===== config.mk =====
export PLATFORM = sky130hd
export DESIGN_NAME = gmpc_queue
export DESIGN_NICKNAME = d
export VERILOG_FILES = /design/src/rtl/gmpc_pkg.sv /design/src/rtl/gmpc_queue.sv
export SDC_FILE = /design/constraint.sdc
export NUM_CORES = 1
export LEC_CHECK = 0
export ABC_AREA = 1
export BUFFER_PORTS_ARGS = -buffer_cell sky130_fd_sc_hd__buf_4
export CAP_MARGIN = 20
export CORE_MARGIN = 2
export CORE_UTILIZATION = 42
export DETAILED_ROUTE_END_ITERATION = 12
export GPL_TIMING_DRIVEN = 0
export PLACE_DENSITY = 0.63
export SLEW_MARGIN = 20
export SYNTH_ARGS = -nofsm -noshare
export SYNTH_HDL_FRONTEND = slang
export SYNTH_SLANG_ARGS = --single-unit

===== constraint.sdc =====
create_clock -name clk -period 2.9 [get_ports clk]
set_clock_uncertainty 0.1 [all_clocks]
set_input_delay 0.29 -clock clk [delete_from_list [all_inputs] [get_ports clk]]
set_output_delay 0.29 -clock clk [all_outputs]
set_load 0.005 [all_outputs]

===== src/rtl/gmpc_pkg.sv =====
`default_nettype none

package gmpc_pkg;

    localparam int MAX_COLS    = 1024;
    localparam int MAX_ROWS    = 1024;
    localparam int COL_W       = $clog2(MAX_COLS);
    localparam int ROW_W       = $clog2(MAX_ROWS);
    localparam int CNT_W       = 11;
    localparam int CELL_W      = 16;
    localparam int COST_W      = 32;
    localparam int APB_ADDR_W  = 3;
    localparam int APB_DATA_W  = 32;
    localparam int QUEUE_DEPTH = 2;
    localparam int QPTR_W      = $clog2(QUEUE_DEPTH);
    localparam int QCNT_W      = $clog2(QUEUE_DEPTH + 1);

    localparam logic REG_ROW_COUNT = 1'b0;
    localparam logic REG_COL_COUNT = 1'b1;

    typedef struct packed {
        logic [CELL_W-1:0] cell_val;
        logic [COL_W-1:0]  col;
        logic              first_row;
        logic              first_col;
        logic              single_col;
        logic              grid_end;
    } gmpc_item_t;

endpackage

`default_nettype wire


===== src/rtl/gmpc_queue.sv =====
`default_nettype none

module gmpc_queue (
    input  wire logic                 clk,
    input  wire logic                 rst_n,
    input  wire logic                 push,
    input  gmpc_pkg::gmpc_item_t      push_item,
    output logic                      full,
    input  wire logic                 pop,
    output logic                      valid,
    output gmpc_pkg::gmpc_item_t      head
);
    import gmpc_pkg::*;

    gmpc_item_t        entry_reg [QUEUE_DEPTH];
    logic [QPTR_W-1:0] wr_ptr_reg;
    logic [QPTR_W-1:0] rd_ptr_reg;
    logic [QCNT_W-1:0] count_reg;
    logic [QCNT_W-1:0] count_next;

    assign full  = (count_reg == QCNT_W'(QUEUE_DEPTH));
    assign valid = (count_reg != '0);
    assign head  = entry_reg[rd_ptr_reg];

    always_comb
    begin
        count_next = count_reg;
        if (push && !pop)
        begin
            count_next = count_reg + QCNT_W'(1);
        end
        else if (pop && !push)
        begin
            count_next = count_reg - QCNT_W'(1);
        end
    end

    always_ff @(posedge clk or negedge rst_n)
    begin
        if (!rst_n)
        begin
            wr_ptr_reg <= '0;
            rd_ptr_reg <= '0;
            count_reg  <= '0;
        end
        else
        begin
            count_reg <= count_next;
            if (push)
            begin
                wr_ptr_reg <= (wr_ptr_reg == QPTR_W'(QUEUE_DEPTH - 1)) ? '0
                                                                       : wr_ptr_reg + QPTR_W'(1);
            end
            if (pop)
            begin
                rd_ptr_reg <= (rd_ptr_reg == QPTR_W'(QUEUE_DEPTH - 1)) ? '0
                                                                       : rd_ptr_reg + QPTR_W'(1);
            end
        end
    end

    always_ff @(posedge clk)
    begin
        if (push)
        begin
            entry_reg[wr_ptr_reg] <= push_item;
        end
    end

`ifndef SYNTHESIS
    a_no_overflow: assert property (@(posedge clk) disable iff (!rst_n)
        full && push |-> pop)
        else $error("push into a full queue");

    a_no_underflow: assert property (@(posedge clk) disable iff (!rst_n)
        pop |-> valid)
        else $error("pop from an empty queue");
`endif

endmodule

`default_nettype wire


# == After elaboration in Yosys (flattened, before gate mapping) ==
# Memory sizes are Yosys's and may differ from the RTL's.
# Index checks and enable logic that the tools add are counted.
# op_classes
n_addsub,4
n_eq_ne,1
muxes,6
reduce_logical,6
# op_table
op,count
$mux W1,4
$mux W2,2
$reduce_bool A2 Y1,2
$add A1 B1 Y1 const B,2
$add A2 B1 Y2 const B,1
$eq A2 B2 Y1 const B,1
$logic_and A1 B1 Y1,2
$logic_not A1 Y1,2
$sub A2 B1 Y2 const B,1
# word_totals
regBits,4
mem_bits_rw,60
in_bits,34
output_inout_bits,32
elab_cells,21
memories,1
# mem_list
memory,depth,width,rd,rd_ports_with_merged_regs,wr,line_no,rtl
entry_reg,2,30,1,0,1,gmpc_queue.sv:15,gmpc_item_t entry_reg [QUEUE_DEPTH];

# == Depth between registers and ports, before layout ==
# Gate-level depths: netlist of the first run.
# depth
ltp_word,4
ltp_mapped,7
ltp_nobuf,7

# == Worst setup path before layout of the first run ==
# OpenSTA, ideal clock, no wires.
# synth_timing
path_kind,reg-to-reg
startpoint,reg wr_ptr_reg
endpoint,mem entry_reg[0][0] (netlist name) (enable)
setup_time_ns,0.418
t_arrival_ns,1.682
required_time_ns,2.382
setup_slack_ns,0.700
stages_incl_launch_ff,2
n_path_buf,0
synth_period_minus_slack_ns,2.200
path_cell_list,dfrtp_1 > nor2_1
# synth_lines
element,line_no,rtl
from (decl),gmpc_queue.sv:16,logic [QPTR_W-1:0] wr_ptr_reg;
from (signal assigned),gmpc_queue.sv:51,wr_ptr_reg <= (wr_ptr_reg == QPTR_W'(QUEUE_DEPTH - 1)) ? '0
to (decl),gmpc_queue.sv:15,
# Straight into the memory's write port.

==> PnR_summary.wiki, run 1 <==
{| class="wikitable"
! Metric !! Value
|-
| Worst setup margin || 1.08 ns
|-
| Antenna-violating nets left || 0
|-
| Total clock buffers created by CTS || 9
|-
| Number of hold-slack violations in the final timing report || 0
|-
| Latest clock arrival within the worst-skew pair || around 0.32 ns
|-
| Max FFs per register || 60
|-
| Number of enable flip-flop cells after synthesis || 60
|-
| Post-Synth Simple-Gate Area || between 1.5 and 2%
|-
| Data required time of the worst path || 2.51 ns
|-
| Largest family of logic cells by synthesized area || multiplexers
|-
| Max-slew headroom || roughly 61%
|-
| Crit. End Element || primary output
|-
| Number of warning messages in the yosys log || 0
|-
| Achievable frequency || 0.550 GHz
|-
| Largest vdd supply drop || about 470 uV
|-
| Cell Count, Final, Fillers Out || ~270
|-
| Total gr overflow || 0
|-
| Hpwl dp || about 2.8 mm
|-
| CTS Sinks || 64
|-
| Multiplexer share of the synthesized area || 14.2%
|-
| Number of I/O pins || 66
|-
| Unrepaired setup endpoints after global routing || no
|-
| Worst setup path start || rd_ptr_reg
|-
| Post-route setup TNS || 0 ns
|-
| Drt drc || 0
|-
| Number of slew-limit violations in the final report || 0
|-
| Syn-to-layout area delta || 36.2%
|-
| Hold Slack || between 0.05 and 0.06 ns
|-
| Crit path max fanout || 10
|-
| Vias in the first global route || around 1.4k
|-
| Cell type with the largest total area after synthesis || sky130_fd_sc_hd__edfxtp_1
|-
| Synth Instances || around 120
|-
| Syn_area_per_cell || about 20 um^2
|-
| Average wire length per cell after detail routing || 14.6 um
|-
| Nets || about 230
|-
| Final Critical Period || between 1.5 and 2 ns
|-
| Clock transition at the registers of the reported paths || about 0.070 ns
|-
| Startpoint type of the worst setup path || flop
|-
| Pleak || 1.27 nW
|-
| Synthesized Nets || 153
|-
| Count of TritonRoute iterations in the first routing pass || 3
|-
| ANT cells || 0
|-
| Avg Vias per Cell || 4.61
|-
| Most common cell in the synthesized netlist || sky130_fd_sc_hd__edfxtp_1
|-
| Global-route wire length before repair || just over 6 mm
|-
| Drt total wl || about 4.0 mm
|-
| Area of combinational cells with multiple inputs || between 400 and 500 um^2
|-
| Routed vias || around 1.3k
|-
| Die area || between 0.006 and 0.007 mm^2
|-
| Share of synthesized registers carrying an async set or reset || 6.25%
|-
| Total area of sequential cells || between 0.0015 and 0.002 mm^2
|-
| Total setup violations reported at the end of the flow || 0
|-
| Number of setup buffers added after CTS || 0
|-
| Number of cells after detailed placement || ~260
|-
| Post-route fraction of the period consumed by the critical path || between 60% and 70%
|-
| Launch point of the worst reg-to-reg path || wr_ptr_reg
|-
| Area of the mapped netlist || about 0.0024 mm^2
|-
| Count of different cell masters after synthesis || 12
|-
| Biggest area contributors in the synthesized netlist || sky130_fd_sc_hd__edfxtp_1 76%, sky130_fd_sc_hd__mux2_2 14%, sky130_fd_sc_hd__dfrtp_1 4.2%, sky130_fd_sc_hd__buf_6 1.4%, sky130_fd_sc_hd__inv_1 1.1%
|-
| Class of the worst hold path || in -> reg
|-
| Max H-tree Level || 3
|-
| Clock tree root buffer cell || sky130_fd_sc_hd__clkbuf_8
|-
| Post-synthesis compound-gate area fraction || 0%
|-
| Number of input and output port buffers inserted || 65
|-
| Die Span Y || just under 80 um
|-
| Layout filler cell count || around 440
|-
| Routability Congestion || 0.706
|-
| Crit Path Category || reg -> out
|-
| Antenna violations before repair || 0
|-
| Commonest register cell after synthesis || sky130_fd_sc_hd__edfxtp_1
|-
| Worst-margin pin slew || 0.589 ns
|-
| Longest Clk Path Bufs || 2
|-
| Effective utilization at floorplan || 43.5%
|-
| CTS tree || done
|-
| Number of cell rows || 27
|-
| Data arrival at the endpoint of the critical path || 1.43 ns
|-
| Area of the core region || about 0.0055 mm^2
|-
| Initial drt markers || 45
|-
| Global routing usage summed across all routing layers || 13.7%
|-
| Top-area cell type share of the netlist area || between 70% and 80%
|-
| Horizontal die dimension || slightly below 80 um
|-
| Overall power after layout || approximately 3.0 mW
|-
| Xor/xnor share of the synthesized area || between 1 and 1.5%
|-
| Max Cap Violations || 0
|-
| Worst slack, placed || between 1 and 1.5 ns
|-
| Largest net degree at the start of global routing || 20
|-
| Top post-synthesis cells by count || 60 x sky130_fd_sc_hd__edfxtp_1, 30 x sky130_fd_sc_hd__mux2_2, 7 x sky130_fd_sc_hd__inv_1
|-
| Sequential fraction of the synthesis area || 79.9%
|-
| Run status || finished, final reports clean
|-
| Post-synthesis share of cell area spent on full adders, half adders and majority gates || less than 1%
|-
| Hold path start || push_item[10]
|-
| Proportion of layout cells with a drive suffix above 1 || 57.4%
|-
| Cell Pwr Density || ~920 mW/mm^2
|-
| Yosys reg bits || 64
|}
[final timing paths]
check                                    to  slack (ns)  cells after the start
hold / removal             entry_reg[1][10]        0.05                      1
min in group asynchronous      count_reg[0]        0.20                      2
hold reg to reg                count_reg[1]        0.39                      2
setup / recovery                   head[12]        1.08                      3
max in group asynchronous        rd_ptr_reg        2.40                      2
setup reg to reg            entry_reg[1][2]        1.33                      3
[stage by stage]
stage | area, um^2 | util, %
finish | 3240 | 59.2
global route | 3240 | 59.2
CTS | 3240 | 59.2
detailed placement | 3020 | 55.2
global placement | 2960 | 54.0
floorplan | 2380 | -
[logic make-up (layout without fill, tap and decap cells)]
group                    count (synthesis)  count (layout)
flip-flops                              64              64
multiplexers                            30              30
AND/OR/NAND/NOR                         10              10
buffers and inverters                   10              94
XOR/XNOR                                 3               3
adder cells (fa/ha/maj)                  1               1
[final cells by class]
cell class / count / area share, %
clock buffers: 9 / 3.82
well taps: 72 / 2.78
plain buffers: 3 / 1.04
clock inverters: 7 / 2.66
flip-flops and latches: 64 / 58.7
inverters: 7 / 0.811
repair buffers: 68 / 17.1
multi-input cells: 44 / 13.1
[cell usage in the layout, fill, tap and decap left out]
master,n
sky130_fd_sc_hd__dlygate4sd3_1,1
sky130_fd_sc_hd__xnor2_1,1
sky130_fd_sc_hd__ha_1,1
sky130_fd_sc_hd__buf_4,65
sky130_fd_sc_hd__nand4_1,1
sky130_fd_sc_hd__nand2_1,6
sky130_fd_sc_hd__buf_6,3
sky130_fd_sc_hd__clkinv_2,3
sky130_fd_sc_hd__buf_16,2
sky130_fd_sc_hd__bufinv_16,2
sky130_fd_sc_hd__mux2_2,30
sky130_fd_sc_hd__edfxtp_1,60
sky130_fd_sc_hd__nor2_4,1
sky130_fd_sc_hd__xor2_1,2
sky130_fd_sc_hd__clkinvlp_4,1
sky130_fd_sc_hd__inv_1,7
sky130_fd_sc_hd__clkinv_1,1
sky130_fd_sc_hd__nor2_1,1
sky130_fd_sc_hd__nand3_1,1
sky130_fd_sc_hd__dfrtp_1,4
sky130_fd_sc_hd__clkbuf_8,9
[worst max-delay path: stages, from the launching register on]
cell and delay, ns:
sky130_fd_sc_hd__dfrtp_1 0.44, sky130_fd_sc_hd__buf_6 0.18, sky130_fd_sc_hd__mux2_2 0.35, sky130_fd_sc_hd__buf_4 0.14
[per-layer routing]
layer	wire [um]	vias to the layer above	GRT usage [%]
met5	0	-	0
met3	187	7	3.75
met1	1500	615	14.2
li1	-	602	-
met2	2240	39	24.5
met4	68	0	8.28
[where the power goes]
part	internal [mW]	switching, mW	total, mW
Clock	0.476	0.311	0.787
Sequential	1.23	0.0661	1.30
Combinational	0.542	0.368	0.910
[what timing repair did]
item / 4_1_cts / 5_1_grt
hold endpoints to repair: 4 / 0
hold buffers: 1 / 0
resized for setup: 0 / 0
Note: power is estimated with default switching activity, not from simulation.
==> run 2, diff against run 1 <==
==> constraint.sdc (replaced) <==
create_clock -name clk -period 1.9 [get_ports clk]
set_clock_uncertainty 0.1 [all_clocks]
set_input_delay 0.19 -clock clk [delete_from_list [all_inputs] [get_ports clk]]
set_output_delay 0.19 -clock clk [all_outputs]
set_load 0.005 [all_outputs]
==> PnR_summary.wiki, run 2 (synthesis results as in run 1) <==
{| class="wikitable"
! Metric !! Value
|-
| Run status || finished, final reports clean (unchanged)
|-
| Total area of sequential cells || 0.00190 mm^2 (unchanged)
|-
| Routed vias || 1,356 (was 1,263)
|-
| Initial drt markers || 46 (was 45)
|-
| Drt drc || 0 (unchanged)
|-
| Layout filler cell count || 415 (was 442)
|-
| Worst-margin pin slew || 0.676 ns (was 0.589 ns)
|-
| Pleak || 1.38 nW (was 1.27 nW)
|-
| Post-route fraction of the period consumed by the critical path || just over 90%
|-
| ANT cells || 0 (unchanged)
|-
| Horizontal die dimension || 79.3 um (unchanged)
|-
| Antenna violations before repair || 0 (unchanged)
|-
| Worst Path Buf+Inv || 2 (unchanged)
|-
| Data required time of the worst path || 1.61 ns (was 2.51 ns)
|-
| Routability Congestion || 0.620 (was 0.706)
|-
| Total clock buffers created by CTS || 9 (unchanged)
|-
| Proportion of total power due to net switching || 25.6% (was 24.9%)
|-
| Largest net degree at the start of global routing || 31 (was 20)
|-
| Crit Path Category || reg -> out (unchanged)
|-
| Total setup violations reported at the end of the flow || 0 (unchanged)
|-
| Die area || 0.00628 mm^2 (unchanged)
|-
| Final Critical Period || between 1.5 and 2 ns
|-
| Max FFs per register || 60 (unchanged)
|-
| Largest vdd supply drop || 770 uV (was 468 uV)
|-
| Die Span Y || 79.3 um (unchanged)
|-
| Class of the worst hold path || in -> async (was in -> reg)
|-
| Global routing usage summed across all routing layers || 14.3% (was 13.7%)
|-
| Effective utilization at floorplan || 43.5% (unchanged)
|-
| Average wire length per cell after detail routing || 13.9 um (was 14.6 um)
|-
| Resized Gates After CTS || 0 (unchanged)
|-
| Syn-to-layout area delta || 47.2% (was 36.2%)
|-
| Latest clock arrival within the worst-skew pair || 0.31 ns (was 0.32 ns)
|-
| Proportion of layout cells with a drive suffix above 1 || 48.5% (was 57.4%)
|-
| Drt total wl || 4.24 mm (was 4.00 mm)
|-
| Achievable frequency || 0.582 GHz
|-
| Avg Vias per Cell || 4.45 (was 4.61)
|-
| Number of setup buffers added after CTS || 0 (unchanged)
|-
| Clock transition at the registers of the reported paths || 0.06 ns (was 0.07 ns)
|-
| Max-slew headroom || 54.9% (was 60.7%)
|-
| Nets || 263 (was 232)
|-
| Hpwl dp || 2.66 mm (was 2.79 mm)
|-
| Crit path max fanout || 10 (unchanged)
|-
| Worst setup margin || 0.181 ns (was 1.08 ns)
|-
| Clock network fraction of total power || 23.5% (was 26.3%)
|-
| Number of input and output port buffers inserted || 65 (unchanged)
|-
| Clock tree root buffer cell || sky130_fd_sc_hd__clkbuf_8 (unchanged)
|-
| Number of I/O pins || 66 (unchanged)
|-
| Vias in the first global route || 1,476 (was 1,354)
|-
| Ordered cell list for the critical path || buf_6 > mux2_2 > buf_4 (unchanged)
|-
| Overall power after layout || 4.45 mW (was 2.99 mW)
|-
| Number of cell rows || 27 (unchanged)
|-
| Global-route wire length before repair || 6.55 mm (was 6.21 mm)
|-
| Antenna-violating nets left || 0 (unchanged)
|-
| Crit-path max cell delay || 0.44 ns (about the same)
|-
| Commonest cells after routing, fill and taps aside || 65 x sky130_fd_sc_hd__buf_4, 60 x sky130_fd_sc_hd__edfxtp_1, 33 x sky130_fd_sc_hd__dlygate4sd3_1 (was 65 x sky130_fd_sc_hd__buf_4, 60 x sky130_fd_sc_hd__edfxtp_1, 30 x sky130_fd_sc_hd__mux2_2)
|-
| Max stage delay cell, worst path || sky130_fd_sc_hd__dfrtp_1 (unchanged)
|-
| CTS tree || done (unchanged)
|-
| Gate family responsible for the most delay along the worst path || flip-flops (unchanged)
|-
| Most common library cell in the layout ignoring fill and taps || sky130_fd_sc_hd__buf_4 (unchanged)
|-
| Gate power share || 32.1% (was 30.4%)
|-
| CTS Sinks || 64 (unchanged)
|-
| Area of combinational cells with multiple inputs || 425 um^2 (unchanged)
|-
| Total gr overflow || 0 (unchanged)
|-
| Data arrival at the endpoint of the critical path || 1.43 ns (about the same)
|-
| Internal Dissipation || 3.31 mW (was 2.25 mW)
|-
| Number of slew-limit violations in the final report || 0 (unchanged)
|-
| Sequential group share of total power || 44.4% (was 43.3%)
|-
| Max Cap Violations || 0 (unchanged)
|-
| Max H-tree Level || 3 (unchanged)
|-
| Longest Clk Path Bufs || 2 (unchanged)
|-
| Startpoint type of the worst setup path || flop (unchanged)
|-
| Count of TritonRoute iterations in the first routing pass || 6 (was 3)
|-
| Unrepaired setup endpoints after global routing || no (unchanged)
|-
| Cell Pwr Density || 1270 mW/mm^2 (was 924 mW/mm^2)
|-
| Worst slack, placed || 0.383 ns (was 1.33 ns)
|-
| Area of the core region || 0.00547 mm^2 (unchanged)
|-
| Crit. End Element || primary output (unchanged)
|-
| Number of hold-slack violations in the final timing report || 0 (unchanged)
|-
| Switching power of the nets || 1.14 mW (was 746 uW)
|}
[run 2: area by class of cell]
class / count / share of cell area, %
Buffer: 3 / 0.965
Clock buffer: 11 / 3.75
Inverter: 7 / 0.750
Timing Repair Buffer: 99 / 24.2
Tap cell: 72 / 2.57
Multi-Input combinational cell: 44 / 12.1
Sequential cell: 64 / 54.3
Clock inverter: 5 / 1.36
[run 2: worst paths after layout]
check / end / startpoint / slack [ns] / cells past startpoint
min in group clk: count_reg[1] / count_reg[1] / 0.38 / 2
max in group asynchronous: rd_ptr_reg / rst_n / 1.49 / 2
hold / removal: count_reg[0] / rst_n / 0.11 / 2
setup / recovery: head[20] / rd_ptr_reg / 0.18 / 3
hold reg to reg: count_reg[1] / count_reg[1] / 0.38 / 2
setup reg to reg: entry_reg[1][28] / wr_ptr_reg / 0.40 / 2
[run 2: power groups by stage]
stage / Clock [mW] / Sequential, mW / Combinational (mW)
2_1_floorplan: 0 / 1.98 / 0.716
3_3_place_gp: 0 / 2.00 / 1.31
3_5_place_dp: 0 / 2.01 / 1.39
4_1_cts: 1.08 / 1.98 / 1.45
5_1_grt: 1.14 / 2.01 / 1.54
6_report: 1.04 / 1.98 / 1.43
[run 2: timing repair]
action	CTS	global route
endpoints found under the hold margin	66	0
hold buffers	33	0
setup endpoints to repair	0	0
[run 2: layer usage]
metal / wire length, um / vias up / global-route usage (%)
met5: 0 / - / 0
met4: 96 / 0 / 9.48
met3: 203 / 8 / 4.20
met2: 2280 / 42 / 25.4
met1: 1660 / 643 / 14.6
li1: - / 663 / -
[run 2: through the flow]
step	util, %	cells	hold WS, ns	setup TNS (ns)	instance area [um^2]
global route	64.0	305	0.120	0	3500
floorplan	-	118	-0.206	0	2380
finish	64.0	305	0.112	0	3500
CTS	64.0	305	0.0876	0	3500
global placement	54.1	255	-0.113	-6.58	2960
detailed placement	54.7	256	-0.110	0	2990
[run 2: worst register-to-register path, stage by stage (launching register included)]
cell and delay [ns]:
sky130_fd_sc_hd__dfrtp_1 0.43, sky130_fd_sc_hd__nand2_1 0.09, sky130_fd_sc_hd__inv_2 0.51
==> run 3, diff against run 2 <==
--- a/config.mk
+++ b/config.mk
@@ -12,7 +12,7 @@
 export CORE_UTILIZATION = 42
 export DETAILED_ROUTE_END_ITERATION = 12
 export GPL_TIMING_DRIVEN = 0
-export PLACE_DENSITY = 0.63
+export PLACE_DENSITY = 0.66
 export SLEW_MARGIN = 20
 export SYNTH_ARGS = -nofsm -noshare
 export SYNTH_HDL_FRONTEND = slang
==> PnR_summary.wiki, run 3 (synthesis results as in run 1) <==
{| class="wikitable"
! Metric !! Value
|-
| Most common library cell in the layout ignoring fill and taps || sky130_fd_sc_hd__buf_4 (unchanged)
|-
| Antenna-violating nets left || 0 (unchanged)
|-
| Pleak || 1.39 nW (was 1.38 nW)
|-
| Effective utilization at floorplan || 43.5% (unchanged)
|-
| Antenna violations before repair || 0 (unchanged)
|-
| Longest Clk Path Bufs || 2 (unchanged)
|-
| Minimum setup slack among reg-to-reg paths || 0.41 ns (was 0.40 ns)
|-
| Hold Slack || 0.0951 ns (was 0.112 ns)
|-
| Critical R2R Capture || entry_reg[1][17] (was entry_reg[1][28])
|-
| Post-route core utilization || 64.6% (was 64.0%)
|-
| Data arrival at the endpoint of the critical path || 1.44 ns (was 1.43 ns)
|-
| Final Critical Period || 1.73 ns (was 1.72 ns)
|-
| Number of cell rows || 27 (unchanged)
|-
| Max Cap Violations || 0 (unchanged)
|-
| Worst-margin pin slew || 0.663 ns (was 0.676 ns)
|-
| Total setup violations reported at the end of the flow || 0 (unchanged)
|-
| Cell Count, Final, Fillers Out || 305 (unchanged)
|-
| Total gr overflow || 0 (unchanged)
|-
| Max FFs per register || 60 (unchanged)
|-
| Avg Vias per Cell || 4.53 (was 4.45)
|-
| Global-route wire length before repair || 6.88 mm (was 6.55 mm)
|-
| Average wire length per cell after detail routing || 14.1 um (was 13.9 um)
|-
| Startpoint type of the worst setup path || flop (unchanged)
|-
| Hpwl dp || 2.71 mm (was 2.66 mm)
|-
| Largest net degree at the start of global routing || 31 (unchanged)
|-
| Routed vias || 1,382 (was 1,356)
|-
| Worst r2r path cells || 2 (unchanged)
|-
| Post-route setup TNS || 0 ns (unchanged)
|-
| Initial drt markers || 38 (was 46)
|-
| Global routing usage summed across all routing layers || 15.0% (was 14.3%)
|-
| Clock tree root buffer cell || sky130_fd_sc_hd__clkbuf_8 (unchanged)
|-
| Run status || finished, final reports clean (unchanged)
|-
| Max-slew headroom || 55.8% (was 54.9%)
|-
| Count of TritonRoute iterations in the first routing pass || 4 (was 6)
|-
| Nets || 263 (unchanged)
|-
| Number of I/O pins || 66 (unchanged)
|-
| CTS tree || done (unchanged)
|-
| Number of slew-limit violations in the final report || 0 (unchanged)
|-
| Vias in the first global route || 1,532 (was 1,476)
|-
| Overall power after layout || 4.61 mW (was 4.45 mW)
|-
| Drt drc || 0 (unchanged)
|-
| Post-route fraction of the period consumed by the critical path || 91.0% (was 90.5%)
|-
| Die Span Y || 79.3 um (unchanged)
|-
| CTS Sinks || 64 (unchanged)
|-
| Proportion of layout cells with a drive suffix above 1 || 49.8% (was 48.5%)
|-
| Class of the worst hold path || in -> async (unchanged)
|-
| Crit path max fanout || 10 (unchanged)
|-
| Syn-to-layout area delta || 48.5% (was 47.2%)
|-
| Routability Congestion || 0.627 (was 0.620)
|-
| Launch point of the worst reg-to-reg path || wr_ptr_reg (unchanged)
|-
| Area of the core region || 0.00547 mm^2 (unchanged)
|-
| Max H-tree Level || 3 (unchanged)
|-
| Crit Path Category || reg -> out (unchanged)
|-
| Clock transition at the registers of the reported paths || 0.06 ns (about the same)
|-
| Number of hold-slack violations in the final timing report || 0 (unchanged)
|-
| Data required time of the worst path || 1.61 ns (about the same)
|-
| Die area || 0.00628 mm^2 (unchanged)
|-
| ANT cells || 0 (unchanged)
|-
| Achievable frequency || 0.578 GHz (was 0.582 GHz)
|-
| Crit. End Element || primary output (unchanged)
|-
| Largest vdd supply drop || 958 uV (was 770 uV)
|-
| Latest clock arrival within the worst-skew pair || 0.32 ns (was 0.31 ns)
|-
| Unrepaired setup endpoints after global routing || no (unchanged)
|-
| Total clock buffers created by CTS || 9 (unchanged)
|-
| Commonest cells after routing, fill and taps aside || 65 x sky130_fd_sc_hd__buf_4, 60 x sky130_fd_sc_hd__edfxtp_1, 33 x sky130_fd_sc_hd__dlygate4sd3_1 (unchanged)
|-
| Cell Pwr Density || 1310 mW/mm^2 (was 1270 mW/mm^2)
|-
| Layout filler cell count || 409 (was 415)
|-
| Horizontal die dimension || 79.3 um (unchanged)
|-
| Resized Gates After CTS || 0 (unchanged)
|-
| Number of input and output port buffers inserted || 65 (unchanged)
|-
| Drt total wl || 4.30 mm (was 4.24 mm)
|-
| Number of cells after detailed placement || 256 (unchanged)
|}
==> run 3: changes by cell type in the layout (fill, tap and decap cells not counted) <==
cell,previous run,this run
sky130_fd_sc_hd__clkbuf_1,2,0
sky130_fd_sc_hd__clkinvlp_4,0,1
sky130_fd_sc_hd__clkinv_1,2,1
sky130_fd_sc_hd__clkinv_2,2,3
sky130_fd_sc_hd__bufinv_16,1,2
==> run 3: worst max-delay path by stage <==
stage	from	cells after the start	slack [ns]	to
after floorplan	wr_ptr_reg	1	0.19	entry_reg[0][0]
after CTS	rd_ptr_reg	3	0.12	head[1]
after global routing	rd_ptr_reg	3	0.08	head[12]
after detailed placement	wr_ptr_reg	2	0.41	entry_reg[1][19]
final	rd_ptr_reg	3	0.17	head[12]
after global placement	wr_ptr_reg	1	-0.19	entry_reg[0][23]
==> run 3: report_power, final <==
group | switching (mW) | internal, mW
combinational | 0.576 | 0.839
sequential | 0.102 | 1.88
clock | 0.491 | 0.726
total | 1.17 | 3.45
==> run 3: layout make-up <==
cell class                 count  area (um^2)  share of cell area (%)
buffer                         3         33.8                   0.956
timing repair buffer          99          846                    23.9
multi-input combinational     44          425                    12.0
tap                           72         90.1                    2.55
clock buffer                   9          124                    3.51
sequential                    64         1900                    53.8
inverter                       7         26.3                   0.744
clock inverter                 7         86.3                    2.44
==> run 3: stage by stage <==
step	setup WS (ns)	instance area [um^2]
final	0.171	3530
after global routing	0.0793	3530
after CTS	0.122	3530
after detailed placement	0.407	2990
after global placement	-0.193	2960
after floorplan	0.189	2380
==> run 3: repair_timing <==
item | CTS | global route
buffers inserted | 0 | 0
hold buffers | 33 | 0
hold endpoints to repair | 66 | 0
==> run 3: routing by layer <==
metal | vias to the layer above | global-route usage (%) | share of wire, %
li1 | 664 | - | -
met1 | 665 | 16.0 | 40
met5 | - | 0 | 0
met4 | 0 | 9.83 | 2.0
met3 | 11 | 3.64 | 4.5
met2 | 42 | 26.4 | 53
==> run 3: worst max-delay path, stage by stage, from the launching register on <==
cell	delay (ns)
sky130_fd_sc_hd__dfrtp_1	0.44
sky130_fd_sc_hd__buf_6	0.18
sky130_fd_sc_hd__mux2_2	0.35
sky130_fd_sc_hd__buf_4	0.14
