## src/rtl/gmpc_pkg.sv

```systemverilog
`default_nettype none

package gmpc_pkg;

    localparam int MAX_COLS    = 1024;
    localparam int MAX_ROWS    = 1024;
    localparam int COL_W       = $clog2(MAX_COLS);
    localparam int ROW_W       = $clog2(MAX_ROWS);
    localparam int CNT_W       = 11;
    localparam int CELL_W      = 16;
    localparam int COST_W      = 32;
    localparam int APB_ADDR_W  = 3;
    localparam int APB_DATA_W  = 32;
    localparam int QUEUE_DEPTH = 2;
    localparam int QPTR_W      = $clog2(QUEUE_DEPTH);
    localparam int QCNT_W      = $clog2(QUEUE_DEPTH + 1);

    localparam logic REG_ROW_COUNT = 1'b0;
    localparam logic REG_COL_COUNT = 1'b1;

    typedef struct packed {
        logic [CELL_W-1:0] cell_val;
        logic [COL_W-1:0]  col;
        logic              first_row;
        logic              first_col;
        logic              single_col;
        logic              grid_end;
    } gmpc_item_t;

endpackage

`default_nettype wire

```

## src/rtl/gmpc_if.sv

```systemverilog
`default_nettype none

interface gmpc_in_if;
    import gmpc_pkg::*;

    logic              valid;
    logic              ready;
    logic [CELL_W-1:0] cell_value;

    modport source (output valid, output cell_value, input ready);
    modport sink (input valid, input cell_value, output ready);
endinterface


`default_nettype wire

```

## src/rtl/gmpc_front.sv

```systemverilog
`default_nettype none

module gmpc_front (
    input  wire logic                            clk,
    input  wire logic                            rst_n,
    gmpc_in_if.sink                              cell_in,
    input  wire logic                            psel,
    input  wire logic                            penable,
    input  wire logic                            pwrite,
    input  wire logic [gmpc_pkg::APB_ADDR_W-1:0] paddr,
    input  wire logic [gmpc_pkg::APB_DATA_W-1:0] pwdata,
    output logic      [gmpc_pkg::APB_DATA_W-1:0] prdata,
    output logic                                 pready,
    output logic                                 cfg_restart,
    input  wire logic                            q_full,
    output logic                                 q_push,
    output gmpc_pkg::gmpc_item_t                 q_item
);
    import gmpc_pkg::*;

    logic [CNT_W-1:0] row_count_reg;
    logic [CNT_W-1:0] col_count_reg;
    logic [COL_W-1:0] col_idx_reg;
    logic [COL_W-1:0] col_idx_next;
    logic [ROW_W-1:0] row_idx_reg;
    logic [ROW_W-1:0] row_idx_next;

    logic [CNT_W-1:0] rows_eff;
    logic [CNT_W-1:0] cols_eff;
    logic [CNT_W-1:0] rows_less;
    logic [CNT_W-1:0] cols_less;
    logic [COL_W-1:0] col_last;
    logic [ROW_W-1:0] row_last;
    logic [COL_W-1:0] col_cur;
    logic [ROW_W-1:0] row_cur;
    logic             is_last_col;
    logic             is_last_row;
    logic             cfg_write;
    logic             in_fire;

    assign pready      = 1'b1;
    assign cfg_write   = psel && penable && pwrite && pready;
    assign cfg_restart = cfg_write;

    always_comb
    begin
        prdata = '0;
        case (paddr[2])
            REG_ROW_COUNT: prdata[CNT_W-1:0] = row_count_reg;
            REG_COL_COUNT: prdata[CNT_W-1:0] = col_count_reg;
            default:       prdata = '0;
        endcase
    end

    // zero acts as one, oversize acts as the maximum
    always_comb
    begin
        if (row_count_reg == '0)
        begin
            rows_eff = CNT_W'(1);
        end
        else if (row_count_reg > CNT_W'(MAX_ROWS))
        begin
            rows_eff = CNT_W'(MAX_ROWS);
        end
        else
        begin
            rows_eff = row_count_reg;
        end
        if (col_count_reg == '0)
        begin
            cols_eff = CNT_W'(1);
        end
        else if (col_count_reg > CNT_W'(MAX_COLS))
        begin
            cols_eff = CNT_W'(MAX_COLS);
        end
        else
        begin
            cols_eff = col_count_reg;
        end
    end

    assign rows_less = rows_eff - CNT_W'(1);
    assign cols_less = cols_eff - CNT_W'(1);
    assign row_last  = rows_less[ROW_W-1:0];
    assign col_last  = cols_less[COL_W-1:0];

    assign col_cur     = (col_idx_reg > col_last) ? col_last : col_idx_reg;
    assign row_cur     = (row_idx_reg > row_last) ? row_last : row_idx_reg;
    assign is_last_col = (col_cur == col_last);
    assign is_last_row = (row_cur == row_last);

    assign cell_in.ready = !q_full;
    assign in_fire       = cell_in.valid && cell_in.ready;
    assign q_push        = in_fire;

    always_comb
    begin
        q_item.cell_val   = cell_in.cell_value;
        q_item.col        = col_cur;
        q_item.first_row  = (row_cur == '0);
        q_item.first_col  = (col_cur == '0);
        q_item.single_col = (col_last == '0);
        q_item.grid_end   = is_last_col && is_last_row;
    end

    always_comb
    begin
        col_idx_next = col_idx_reg;
        row_idx_next = row_idx_reg;
        if (cfg_write)
        begin
            col_idx_next = '0;
            row_idx_next = '0;
        end
        else if (in_fire)
        begin
            if (!is_last_col)
            begin
                col_idx_next = col_cur + COL_W'(1);
                row_idx_next = row_cur;
            end
            else if (!is_last_row)
            begin
                col_idx_next = '0;
                row_idx_next = row_cur + ROW_W'(1);
            end
            else
            begin
                col_idx_next = '0;
                row_idx_next = '0;
            end
        end
    end

    always_ff @(posedge clk or negedge rst_n)
    begin
        if (!rst_n)
        begin
            row_count_reg <= CNT_W'(1);
            col_count_reg <= CNT_W'(1);
            col_idx_reg   <= '0;
            row_idx_reg   <= '0;
        end
        else
        begin
            col_idx_reg <= col_idx_next;
            row_idx_reg <= row_idx_next;
            if (cfg_write)
            begin
                case (paddr[2])
                    REG_ROW_COUNT: row_count_reg <= pwdata[CNT_W-1:0];
                    REG_COL_COUNT: col_count_reg <= pwdata[CNT_W-1:0];
                    default:       row_count_reg <= row_count_reg;
                endcase
            end
        end
    end

`ifndef SYNTHESIS
    a_grid_end_wraps: assert property (@(posedge clk) disable iff (!rst_n)
        in_fire && q_item.grid_end && !cfg_write |=> col_idx_reg == '0 && row_idx_reg == '0)
        else $error("position did not wrap after the last cell");

    a_col_in_range: assert property (@(posedge clk) disable iff (!rst_n)
        !cfg_write && !$past(cfg_write) |-> col_idx_reg <= col_last)
        else $error("column index past the last column");
`endif

endmodule

`default_nettype wire

```

## src/flat_wrapper.sv

```systemverilog
// flat-port wrapper written by rule: the top's interface ports become plain ports
module gmpc_front_flat import gmpc_pkg::*;
  (clk, rst_n, psel, penable, pwrite, paddr, pwdata, prdata, pready, cfg_restart, q_full, q_push, q_item, cell_in_valid, cell_in_cell_value, cell_in_ready);
  gmpc_in_if cell_in_i ();
  input  wire logic clk;
  input  wire logic rst_n;
  input  wire logic psel;
  input  wire logic penable;
  input  wire logic pwrite;
  input  wire logic [gmpc_pkg::APB_ADDR_W-1:0] paddr;
  input  wire logic [gmpc_pkg::APB_DATA_W-1:0] pwdata;
  output logic      [gmpc_pkg::APB_DATA_W-1:0] prdata;
  output logic pready;
  output logic cfg_restart;
  input  wire logic q_full;
  output logic q_push;
  output gmpc_pkg::gmpc_item_t q_item;
  input wire logic [$bits(cell_in_i.valid)-1:0] cell_in_valid;
  input wire logic [$bits(cell_in_i.cell_value)-1:0] cell_in_cell_value;
  output wire logic [$bits(cell_in_i.ready)-1:0] cell_in_ready;
  assign cell_in_i.valid = cell_in_valid;
  assign cell_in_i.cell_value = cell_in_cell_value;
  assign cell_in_ready = cell_in_i.ready;
  gmpc_front u_core (.clk(clk), .rst_n(rst_n), .cell_in(cell_in_i), .psel(psel), .penable(penable), .pwrite(pwrite), .paddr(paddr), .pwdata(pwdata), .prdata(prdata), .pready(pready), .cfg_restart(cfg_restart), .q_full(q_full), .q_push(q_push), .q_item(q_item));
endmodule
```

## config.mk

```make
export PLATFORM = sky130hd
export DESIGN_NAME = gmpc_front_flat
export DESIGN_NICKNAME = d
export VERILOG_FILES = /design/src/rtl/gmpc_pkg.sv /design/src/rtl/gmpc_if.sv /design/src/rtl/gmpc_front.sv /design/src/flat_wrapper.sv
export SDC_FILE = /design/constraint.sdc
export NUM_CORES = 1
export LEC_CHECK = 0
export BUFFER_PORTS_ARGS = -buffer_cell sky130_fd_sc_hd__buf_2
export CORE_MARGIN = 5
export CORE_UTILIZATION = 50
export CTS_CLUSTER_DIAMETER = 120
export DETAILED_ROUTE_END_ITERATION = 6
export PLACE_DENSITY = 0.87
export SETUP_SLACK_MARGIN = 0.05
export SYNTH_ARGS = -nofsm -noshare
export SYNTH_HDL_FRONTEND = slang
export SYNTH_SLANG_ARGS = --single-unit
export TNS_END_PERCENT = 20
```

## constraint.sdc

```tcl
create_clock -name clk -period 8.4 [get_ports clk]
set_input_delay 2.1 -clock clk [delete_from_list [all_inputs] [get_ports clk]]
set_output_delay 2.1 -clock clk [all_outputs]
set_load 0.05 [all_outputs]
```

## Word-level counts from Yosys, hierarchy flattened

Cells that the tools add are included.

- Add/sub/neg operators: 4
- $lt $le $gt $ge: 4
- Equality and inequality tests: 2
- Muxes and demuxes: 14
- Bitwise gates (word level): 1
- Reduce and logical (&&, ||, !) cells: 13

Operators with widths:

| kind | number |
|---|---|
| $mux W10 | 13 |
| $logic_not A10 Y1 | 3 |
| $gt A11 B11 Y1 const B | 2 |
| $logic_not A11 Y1 | 2 |
| $pmux W11 S2 | 1 |
| $add A10 B1 Y10 const B | 2 |
| $eq A10 B10 Y1 | 2 |
| $gt A10 B10 Y1 | 2 |
| $sub A10 B1 Y10 const B | 2 |
| $logic_and A1 B1 Y1 | 4 |
| $reduce_and A2 Y1 | 2 |
| $reduce_bool A2 Y1 | 1 |
| $logic_not A1 Y1 | 1 |
| $not A1 Y1 | 1 |

- Register bits: 42
- Input port bits: 58
- Logic and storage cells: 42

## Longest topological paths before layout

Gate-level depths: netlist of run 1.

- Depth after elaboration: 11
- Gate-level depth with buffers: 28
- Mapped depth without buffers: 24

## Worst setup path after synthesis of run 1

OpenSTA, ideal clock, no wires.

- Path type: register to output
- Start: reg u_core.col_count_reg[0]
- End: out q_item[2] (netlist bit)
- Arrival: 6.273 ns
- Required time: 6.300 ns
- Slack: 0.027 ns
- Cell stages (with the launch flop): 24
- Cell sequence: dfstp_2 > clkbuf_1 > nor2_1 > nand2_2 > nor2_1 > o21ai_0 > ha_1 > clkbuf_1 > clkbuf_1 > o21ai_0 > o21ai_0 > nand2_1 > nand2_1 > inv_1 > ha_1 > nand4_1 > nor2_1 > a221oi_1 > o21ai_0 > nand2_1 > buf_1 > o21ai_0 > or4_1 > nor3_1

RTL lines:

| item | RTL line | text |
|---|---|---|
| start: declaration | gmpc_front.sv:22 | `logic [CNT_W-1:0] col_count_reg;` |
| start signal: assignment | gmpc_front.sv:154 | `REG_COL_COUNT: col_count_reg <= pwdata[CNT_W-1:0];` |
| end: declaration | flat_wrapper.sv:17 | `output gmpc_pkg::gmpc_item_t q_item;` |

==> flow_summary.json, run 1 <==
{
  "layout.nets": 668,
  "wire_per_inst_microns": 18.3,
  "clockBufferDepth": 2,
  "yosysTopAreaCellShare_pct": 20.6,
  "finClkSkew_ps": 12.9,
  "power_density_mw_per_mm2": 267,
  "antenna_found_initial": 0,
  "hold_start": "u_core.col_idx_reg[8]",
  "synth_top_family_by_area": "simple AND/OR/NAND/NOR gates",
  "yosysSeqAreaShare_pct": 21.7,
  "drv_cap": 0,
  "io_buffers": 46,
  "firstDrtPassIters": 4,
  "end_kind": "output pin",
  "die_h_microns": 109,
  "reg2reg_depth": 22,
  "ys_top_cells_by_area": "dfrtp_1 21%, mux2_2 7.4%, ha_1 6.7%, buf_4 5.9%, o21ai_0 2.9%",
  "ys_types": 86,
  "yosys.area_share.simple_pct": 25.1,
  "async_flop_share_pct": 100,
  "die_x_microns": 109,
  "worst_setup_path_start_kind": "flip-flop",
  "cp_max_fo": 21,
  "ant_nets": 0,
  "clock_latency_ps": 300,
  "relSlewSlack_pct": 24.4,
  "vias_per_cell": 6.41,
  "gr-total-overflow": 0,
  "holdPathEnd": "u_core.col_idx_reg[8]",
  "cts.sinks": 42,
  "setup-tns-final_ps": 0,
  "netlist_instances": 585,
  "drive_above_1_share_pct": 21.7,
  "crit_type": "flip-flop to output pin",
  "drv_slew": 0,
  "rsz0062_at_grt": "no",
  "cts_tree": "yes",
  "placeableCoreArea_sq_mm": 0.00964,
  "tightest_slew_ps": 1130,
  "netlist_area_sq_mm": 0.00486,
  "syn_area_per_cell_sq_um": 8.31,
  "grt_pass1_wl_microns": 21800,
  "diodes": 0,
  "synth_top_area_cell": "dfrtp_1",
  "synth_edf_count": 0,
  "cts_max_level": 2,
  "min_period_ps": 7970,
  "syn2layout_area_growth_pct": 3.50,
  "fmax_mhz": 125,
  "cts.clk_slew.worst_paths_ps": 90,
  "drc": 0,
  "r2r_start": "u_core.row_count_reg[6]",
  "final_util_pct": 52.2,
  "synth-xor-area-share_pct": 4.43,
  "io_pins": 124,
  "synth-compound-area-share_pct": 20.8,
  "initial_core_util_pct": 50.5,
  "vias": 4601,
  "status": "finished, final reports clean",
  "arrival_ps": 5870,
  "cts_post_setup_buffers_inserted": 0,
  "setup_viol": 0,
  "synthMuxAreaShare_pct": 9.52,
  "irDropWorstVdd_mv": 0.225,
  "dieArea_sq_mm": 0.0118,
  "yosys_warnings": 0,
  "rows": 36,
  "ys_ff_latch": 42,
  "wl_microns": 13100,
  "hold_path_class": "flip-flop to flip-flop",
  "synth_ff_type": "dfrtp_1",
  "place_hpwl_microns": 10000,
  "cts-hold-fix-buffers": 0,
  "hold_viol": 0,
  "whs_path_depth": 1,
  "grt_pass1_vias": 4456,
  "fin_crit_sh_pct": 94.9,
  "grt_util_all_layers_pct": 22.6,
  "r2r_slack_ps": 2460,
  "rr_endpoint": "u_core.row_idx_reg[4]",
  "cts-buffers-inserted": 5,
  "grt_max_degree": 43,
  "synth_fa_ha_area_share_pct": 6.69,
  "ctsResizeCount": 0,
  "gp_congestion": 0.965,
  "cts-root-buf": "clkbuf_8",
  "crit_required_ps": 6300,
  "first_iter_violations": 244,
  "leakagePower_uw": 0.00223
}
## where the power goes
group	switching, uW	internal, uW
clock	73.2	97.1
sequential	103	245
combinational	548	279
## worst max-delay path by stage
stage,startpoint,slack (ps),to,cells after the start
after floorplan,u_core.col_count_reg[0],430,q_item[2],23
after global placement,u_core.col_count_reg[4],900,q_item[2],18
after detailed placement,u_core.col_count_reg[4],740,q_item[2],18
after CTS,u_core.col_count_reg[4],410,q_item[2],18
after global routing,u_core.col_count_reg[4],60,q_item[2],18
final,u_core.col_count_reg[4],430,q_item[2],18
## cell usage in the layout (no fill, tap or decap), types with 19 or more instances in the layout
cell type and instances:
nand3_1 19, ha_1 26, o21ai_0 28, nor2_1 34
buf_2 46, nor3_1 23, a21oi_1 25, dfrtp_1 40
inv_1 27, nand2_1 26, conb_1 22, mux2_2 32
## cells in the mapped netlist (all sizes together) (10+ instances only)
master,number
nand3,19
nor3,27
xor2,10
buf,50
mux2,32
o21ai,34
dfrtp,40
nand2,28
and3,10
or4,10
nand4,11
a21o,10
clkbuf,27
a21oi,26
inv,27
nor2,34
ha,26
xnor2,12
nor4,20
## area by class of cell
class	instances	area [sq um]
clock buffers	7	86.3
clock inverters	1	30.0
fillers	891	4610
inverters	28	105
multi-input cells	458	3340
flip-flops and latches	42	1050
well taps	133	166
repair buffers	49	253
## critical path, cell delays in order (launching register included)
cell and delay [ps]:
dfrtp_1 540, nor4_4 550, nand2_2 210, nor2_1 130, o21ai_0 210, ha_1 510, and2_1 270, a311o_1 310
nand2_1 130, ha_1 260, nand4_1 150, nor2_1 100, a221oi_1 320, o21ai_0 290, nand2_2 300, o21ai_0 270
or4_1 600, nor3_2 150, buf_2 280
## logic make-up (layout without fill, tap and decap cells)
| family | Yosys count | in the layout |
|---|---|---|
| compound gates | 137 | 137 |
| xor+xnor | 23 | 23 |
| fa+ha+maj | 26 | 26 |
| buf+inv | 105 | 85 |
| flops | 42 | 42 |
| mux | 41 | 41 |
| other cells | 2 | 22 |
| simple gates | 209 | 209 |
## through the flow
| step | setup slack (ps) | cells | power (uW) | instance area (sq um) | hold WS [ps] |
|---|---|---|---|---|---|
| global placement | 901 | 710 | 1130 | 4900 | 558 |
| detailed placement | 736 | 710 | 1160 | 4900 | 574 |
| global route | 59.8 | 718 | 1440 | 5030 | 627 |
| finish | 430 | 718 | 1350 | 5030 | 585 |
| floorplan | 434 | 605 | 999 | 4940 | 509 |
| CTS | 406 | 718 | 1330 | 5020 | 594 |
## routing by layer
layer | part of all wire [%] | vias up | wire, microns | GRT usage, %
met5 | 0 | - | 0 | 0
met4 | 3.0 | 0 | 390 | 8.30
met3 | 7.5 | 47 | 979 | 4.03
met2 | 52 | 234 | 6800 | 41.4
met1 | 38 | 2216 | 4970 | 26.1
li1 | - | 2104 | - | -
Power figures use the tool's default switching activity.
==> run 2, diff against run 1 <==
--- a/config.mk
+++ b/config.mk
@@ -6,11 +6,12 @@
 export NUM_CORES = 1
 export LEC_CHECK = 0
 export BUFFER_PORTS_ARGS = -buffer_cell sky130_fd_sc_hd__buf_2
-export CORE_MARGIN = 5
+export CORE_MARGIN = 4
 export CORE_UTILIZATION = 50
 export CTS_CLUSTER_DIAMETER = 120
 export DETAILED_ROUTE_END_ITERATION = 6
 export PLACE_DENSITY = 0.87
+export REMOVE_ABC_BUFFERS = 1
 export SETUP_SLACK_MARGIN = 0.05
 export SYNTH_ARGS = -nofsm -noshare
 export SYNTH_HDL_FRONTEND = slang
==> constraint.sdc (replaced) <==
create_clock -name clk -period 9.5 [get_ports clk]
set_input_delay 2.375 -clock clk [delete_from_list [all_inputs] [get_ports clk]]
set_output_delay 2.375 -clock clk [all_outputs]
set_load 0.05 [all_outputs]
==> run 2 against run 1 <==
Net effect:
- utilization is 1.1 points higher
- clock power is 14% lower
- worst setup slack better by 470 ps
- final area is 0.80% lower
- critical path depth stayed put
- clock-buffer cell count is 2 lower
- critical path type unchanged
- highest routed layer is now met5
==> flow_summary.json, run 2 (synthesis results as in run 1) <==
{
  "final_util_pct": 53.3,
  "drv_slew": 0,
  "dieArea_sq_mm": 0.0114,
  "cts-root-buf": "clkbuf_8",
  "clockBufferDepth": 2,
  "arrival_ps": 6220,
  "vias_per_cell": 6.53,
  "ff_latch_area_sq_mm": 0.00105,
  "firstDrtPassIters": 5,
  "cts.sinks": 42,
  "cts-hold-fix-buffers": 0,
  "fin_crit_sh_pct": 90.5,
  "multi_input_area_sq_mm": 0.00332,
  "layout_commonest_cell": "buf_2",
  "p_sw_uw": 640,
  "ctsResizeCount": 0,
  "fillCellCount": 866,
  "p_int_uw": 536,
  "die_h_microns": 107,
  "hold_viol": 0,
  "end_kind": "output pin",
  "wire_per_inst_microns": 18.9,
  "leakagePower_uw": 0.00221,
  "place_hpwl_microns": 10300,
  "vias": 4650,
  "clock_latency_ps": 300,
  "grt_max_degree": 43,
  "finalNonFillerCells": 712,
  "setup-tns-final_ps": 0,
  "io_pins": 124,
  "io_buffers": 46,
  "combPwrFrac_pct": 60.7,
  "worst_setup_path_start_kind": "flip-flop",
  "dp.cells": 704,
  "crit_type": "flip-flop to output pin",
  "p_clk_share_pct": 12.5,
  "syn2layout_area_growth_pct": 2.68,
  "drive_above_1_share_pct": 20.9,
  "cts_tree": "yes",
  "tightest_slew_ps": 1080,
  "diodes": 0,
  "switching_share_pct": 54.4,
  "power_frac_seq_pct": 26.8,
  "rows": 35,
  "grt_pass1_wl_microns": 22000,
  "grt_util_all_layers_pct": 23.4,
  "fmax_mhz": 116,
  "hold_path_class": "flip-flop to flip-flop",
  "rsz0062_at_grt": "no",
  "cts_max_level": 2,
  "finClkSkew_ps": 8.69,
  "wl_microns": 13500,
  "gr-total-overflow": 0,
  "ant_nets": 0,
  "drc": 0,
  "setup_viol": 0,
  "layout.nets": 666,
  "crit_required_ps": 7130,
  "die_x_microns": 107,
  "min_period_ps": 8600,
  "cts-buffers-inserted": 5,
  "first_iter_violations": 495,
  "placeableCoreArea_sq_mm": 0.00937,
  "antenna_found_initial": 0,
  "drv_cap": 0,
  "final_cell_mix": "46 x buf_2, 40 x dfrtp_1, 34 x nor2_1",
  "relSlewSlack_pct": 27.6,
  "cts.clk_slew.worst_paths_ps": 90,
  "cp_max_fo": 24,
  "power_density_mw_per_mm2": 236,
  "initial_core_util_pct": 51.9,
  "irDropWorstVdd_mv": 0.134,
  "grt_pass1_vias": 4507,
  "cts_post_setup_buffers_inserted": 0,
  "gp_congestion": 0.939,
  "status": "finished, final reports clean"
}
## run 2: changes by cell type in the layout (fill, tap and decap cells not counted), sizes merged
cell,change
buf,-2
clkbuf,-2
clkinvlp,+2
## run 2: power by group through the flow
stage	Sequential, uW	Clock [uW]	Combinational, uW
final	315	147	714
after global routing	322	154	777
after CTS	311	148	707
after detailed placement	313	0	704
after global placement	310	0	676
after floorplan	282	0	555
## run 2: path summary, 6_finish.rpt
kind                       depth (start not counted)  slack, ps                     start               endpoint
max                                               18        900  u_core.col_count_reg[10]              q_item[2]
max in group asynchronous                          1       6660                     rst_n  u_core.col_idx_reg[8]
max reg2reg                                       22       3430   u_core.row_count_reg[6]  u_core.row_idx_reg[4]
min reg2reg                                        1        590     u_core.col_idx_reg[8]  u_core.col_idx_reg[8]
min in group asynchronous                          1       2230                     rst_n  u_core.col_idx_reg[4]
min                                                1        590     u_core.col_idx_reg[8]  u_core.col_idx_reg[8]
## run 2: per-layer routing
metal | vias up | wire (microns) | track usage, %
met2 | 295 | 6670 | 39.2
li1 | 2100 | - | -
met5 | - | 55 | 3.81
met3 | 42 | 1250 | 5.96
met4 | 2 | 441 | 10.9
met1 | 2211 | 5040 | 27.8
## run 2: critical path, cell delays in order, from the launching register on
cell and delay (ps):
dfrtp_1 840, clkinv_1 470, o21ai_0 440, ha_1 720, o21ai_0 180, o21ai_0 120
nand2_1 70, nand2_1 170, inv_1 60, ha_1 280, nand4_1 90, nor2_1 70
a221oi_1 300, o21ai_0 270, nand2_1 430, o21ai_0 330, or4_1 590, nor3_1 170
buf_2 290
## run 2: through the flow
stage	instance area [sq um]	setup WS, ps	power [uW]	hold WS, ps
floorplan	4480	922	836	509
global placement	4880	1660	985	552
detailed placement	4880	1430	1020	565
CTS	4990	1010	1170	587
global route	4990	251	1250	613
finish	4990	903	1180	586
## run 2: final cells by class
| class | count | area share (%) |
|---|---|---|
| sequential | 42 | 21.1 |
| timing repair buffer | 47 | 4.76 |
| multi-input combinational | 458 | 66.5 |
| clock inverter | 3 | 0.902 |
| clock buffer | 5 | 1.38 |
| tap | 129 | 3.23 |
| inverter | 28 | 2.10 |
==> run 3, diff against run 2 <==
--- a/config.mk
+++ b/config.mk
@@ -13,6 +13,7 @@
 export PLACE_DENSITY = 0.87
 export REMOVE_ABC_BUFFERS = 1
 export SETUP_SLACK_MARGIN = 0.05
+export SLEW_MARGIN = 25
 export SYNTH_ARGS = -nofsm -noshare
 export SYNTH_HDL_FRONTEND = slang
 export SYNTH_SLANG_ARGS = --single-unit
==> constraint.sdc (replaced) <==
create_clock -name clk -period 10.44 [get_ports clk]
set_input_delay 2.61 -clock clk [delete_from_list [all_inputs] [get_ports clk]]
set_output_delay 2.61 -clock clk [all_outputs]
set_load 0.05 [all_outputs]
==> run 3 against run 2 <==
Net effect:
- critical path depth unchanged
- power down 9.0%
- cell count did not move
- clock power is 11% lower
- utilization barely moved
- largest power group unchanged
- critical path type unchanged
==> flow_summary.json, run 3 (synthesis results as in run 1) <==
{
  "status": "finished, final reports clean",
  "cts_post_setup_buffers_inserted": 0,
  "io_pins": 124,
  "r2r_slack_ps": 4410,
  "fin_crit_sh_pct": 85.7,
  "drc": 0,
  "grt_pass1_wl_microns": 22100,
  "whs_path_depth": 1,
  "dieArea_sq_mm": 0.0114,
  "grt_max_degree": 43,
  "dp.cells": 704,
  "first_iter_violations": 553,
  "grt_pass1_vias": 4478,
  "cts-hold-fix-buffers": 0,
  "cts-buffers-inserted": 5,
  "setup-tns-final_ps": 0,
  "rr_endpoint": "u_core.row_idx_reg[3]",
  "arrival_ps": 6340,
  "antenna_found_initial": 0,
  "final_cell_mix": "45 x buf_2, 40 x dfrtp_1, 34 x nor2_1",
  "p_total_uw": 1070,
  "fmax_mhz": 112,
  "worst_setup_path_start_kind": "flip-flop",
  "hold_start": "u_core.row_count_reg[1]",
  "wire_per_inst_microns": 19.1,
  "syn2layout_area_growth_pct": 2.62,
  "vias_per_cell": 6.59,
  "power_density_mw_per_mm2": 215,
  "die_x_microns": 107,
  "cp_max_fo": 21,
  "vias": 4695,
  "initial_core_util_pct": 51.9,
  "reg2reg_depth": 18,
  "crit_required_ps": 7830,
  "rsz0062_at_grt": "no",
  "place_hpwl_microns": 10100,
  "cts-root-buf": "clkbuf_8",
  "end_kind": "output pin",
  "ctsResizeCount": 0,
  "diodes": 0,
  "cts.clk_slew.worst_paths_ps": 90,
  "drv_cap": 0,
  "irDropWorstVdd_mv": 0.149,
  "rows": 35,
  "relSlewSlack_pct": 29.4,
  "crit_type": "flip-flop to output pin",
  "cts.sinks": 42,
  "layout.nets": 666,
  "cts_max_level": 2,
  "clock_latency_ps": 300,
  "ant_nets": 0,
  "gp_congestion": 0.929,
  "min_period_ps": 8950,
  "placeableCoreArea_sq_mm": 0.00937,
  "drv_slew": 0,
  "leakagePower_uw": 0.00221,
  "clockBufferDepth": 2,
  "r2r_start": "u_core.col_count_reg[2]",
  "firstDrtPassIters": 6,
  "wl_microns": 13600,
  "drive_above_1_share_pct": 20.9,
  "grt_util_all_layers_pct": 23.5,
  "setup_viol": 0,
  "finClkSkew_ps": 6.05,
  "cts_tree": "yes",
  "tightest_slew_ps": 1050,
  "holdPathEnd": "u_core.row_count_reg[1]",
  "io_buffers": 46,
  "hold_path_class": "flip-flop to flip-flop",
  "hold_viol": 0,
  "layout_commonest_cell": "buf_2",
  "die_h_microns": 107,
  "gr-total-overflow": 0,
  "finalNonFillerCells": 712
}
-- run 3: power by group --
part           switching [uW]  internal, uW  total [uW]
Clock                    60.1          70.5         131
Combinational             431           221         652
Sequential               91.4           197         288
-- run 3: final cells by class --
cell class,count,area (sq um)
clock buffer,5,68.8
clock inverter,3,40.0
fill,836,4380
inverter,28,105
multi-input combinational,458,3320
sequential,42,1050
tap,129,161
timing repair buffer,47,240
-- run 3: layer usage --
metal	GRT usage [%]	wire, microns	part of all wire [%]
met5	3.81	56	0.41
met3	5.96	1360	10
met1	28.9	5230	38
met2	38.6	6470	48
met4	10.1	480	3.5
-- run 3: how the worst max path moves through the flow --
| stage | startpoint | endpoint | slack, ps | cells after the start |
|---|---|---|---|---|
| after floorplan | u_core.row_count_reg[6] | q_item[3] | 1630 | 19 |
| after global placement | u_core.col_count_reg[4] | q_item[2] | 2340 | 18 |
| after detailed placement | u_core.col_count_reg[2] | q_item[2] | 2060 | 18 |
| after CTS | u_core.col_count_reg[2] | q_item[2] | 1700 | 18 |
| after global routing | u_core.col_count_reg[10] | q_item[2] | 1100 | 18 |
| final | u_core.col_count_reg[2] | q_item[2] | 1490 | 18 |
-- run 3: through the flow --
step,utilization (%),setup WS [ps],instance area [sq um],hold slack [ps]
2_1_floorplan,-,1630,4480,509
3_3_place_gp,52.1,2340,4880,550
3_5_place_dp,52.1,2060,4880,575
4_1_cts,53.2,1700,4990,596
5_1_grt,53.3,1100,4990,637
6_report,53.3,1490,4990,602
-- run 3: critical path, cell delays in order (launching register included) --
cell and delay, ps:
dfrtp_1 710, nor4_4 150, nand2_2 190, nor2_1 60
o21ai_0 660, ha_1 720, and2_1 220, a311o_1 180
nand2_1 120, ha_1 310, nand4_1 150, nor2_1 90
a221oi_1 300, o21ai_0 270, nand2_1 430, o21ai_0 380
or4_1 600, nor3_1 170, buf_2 280
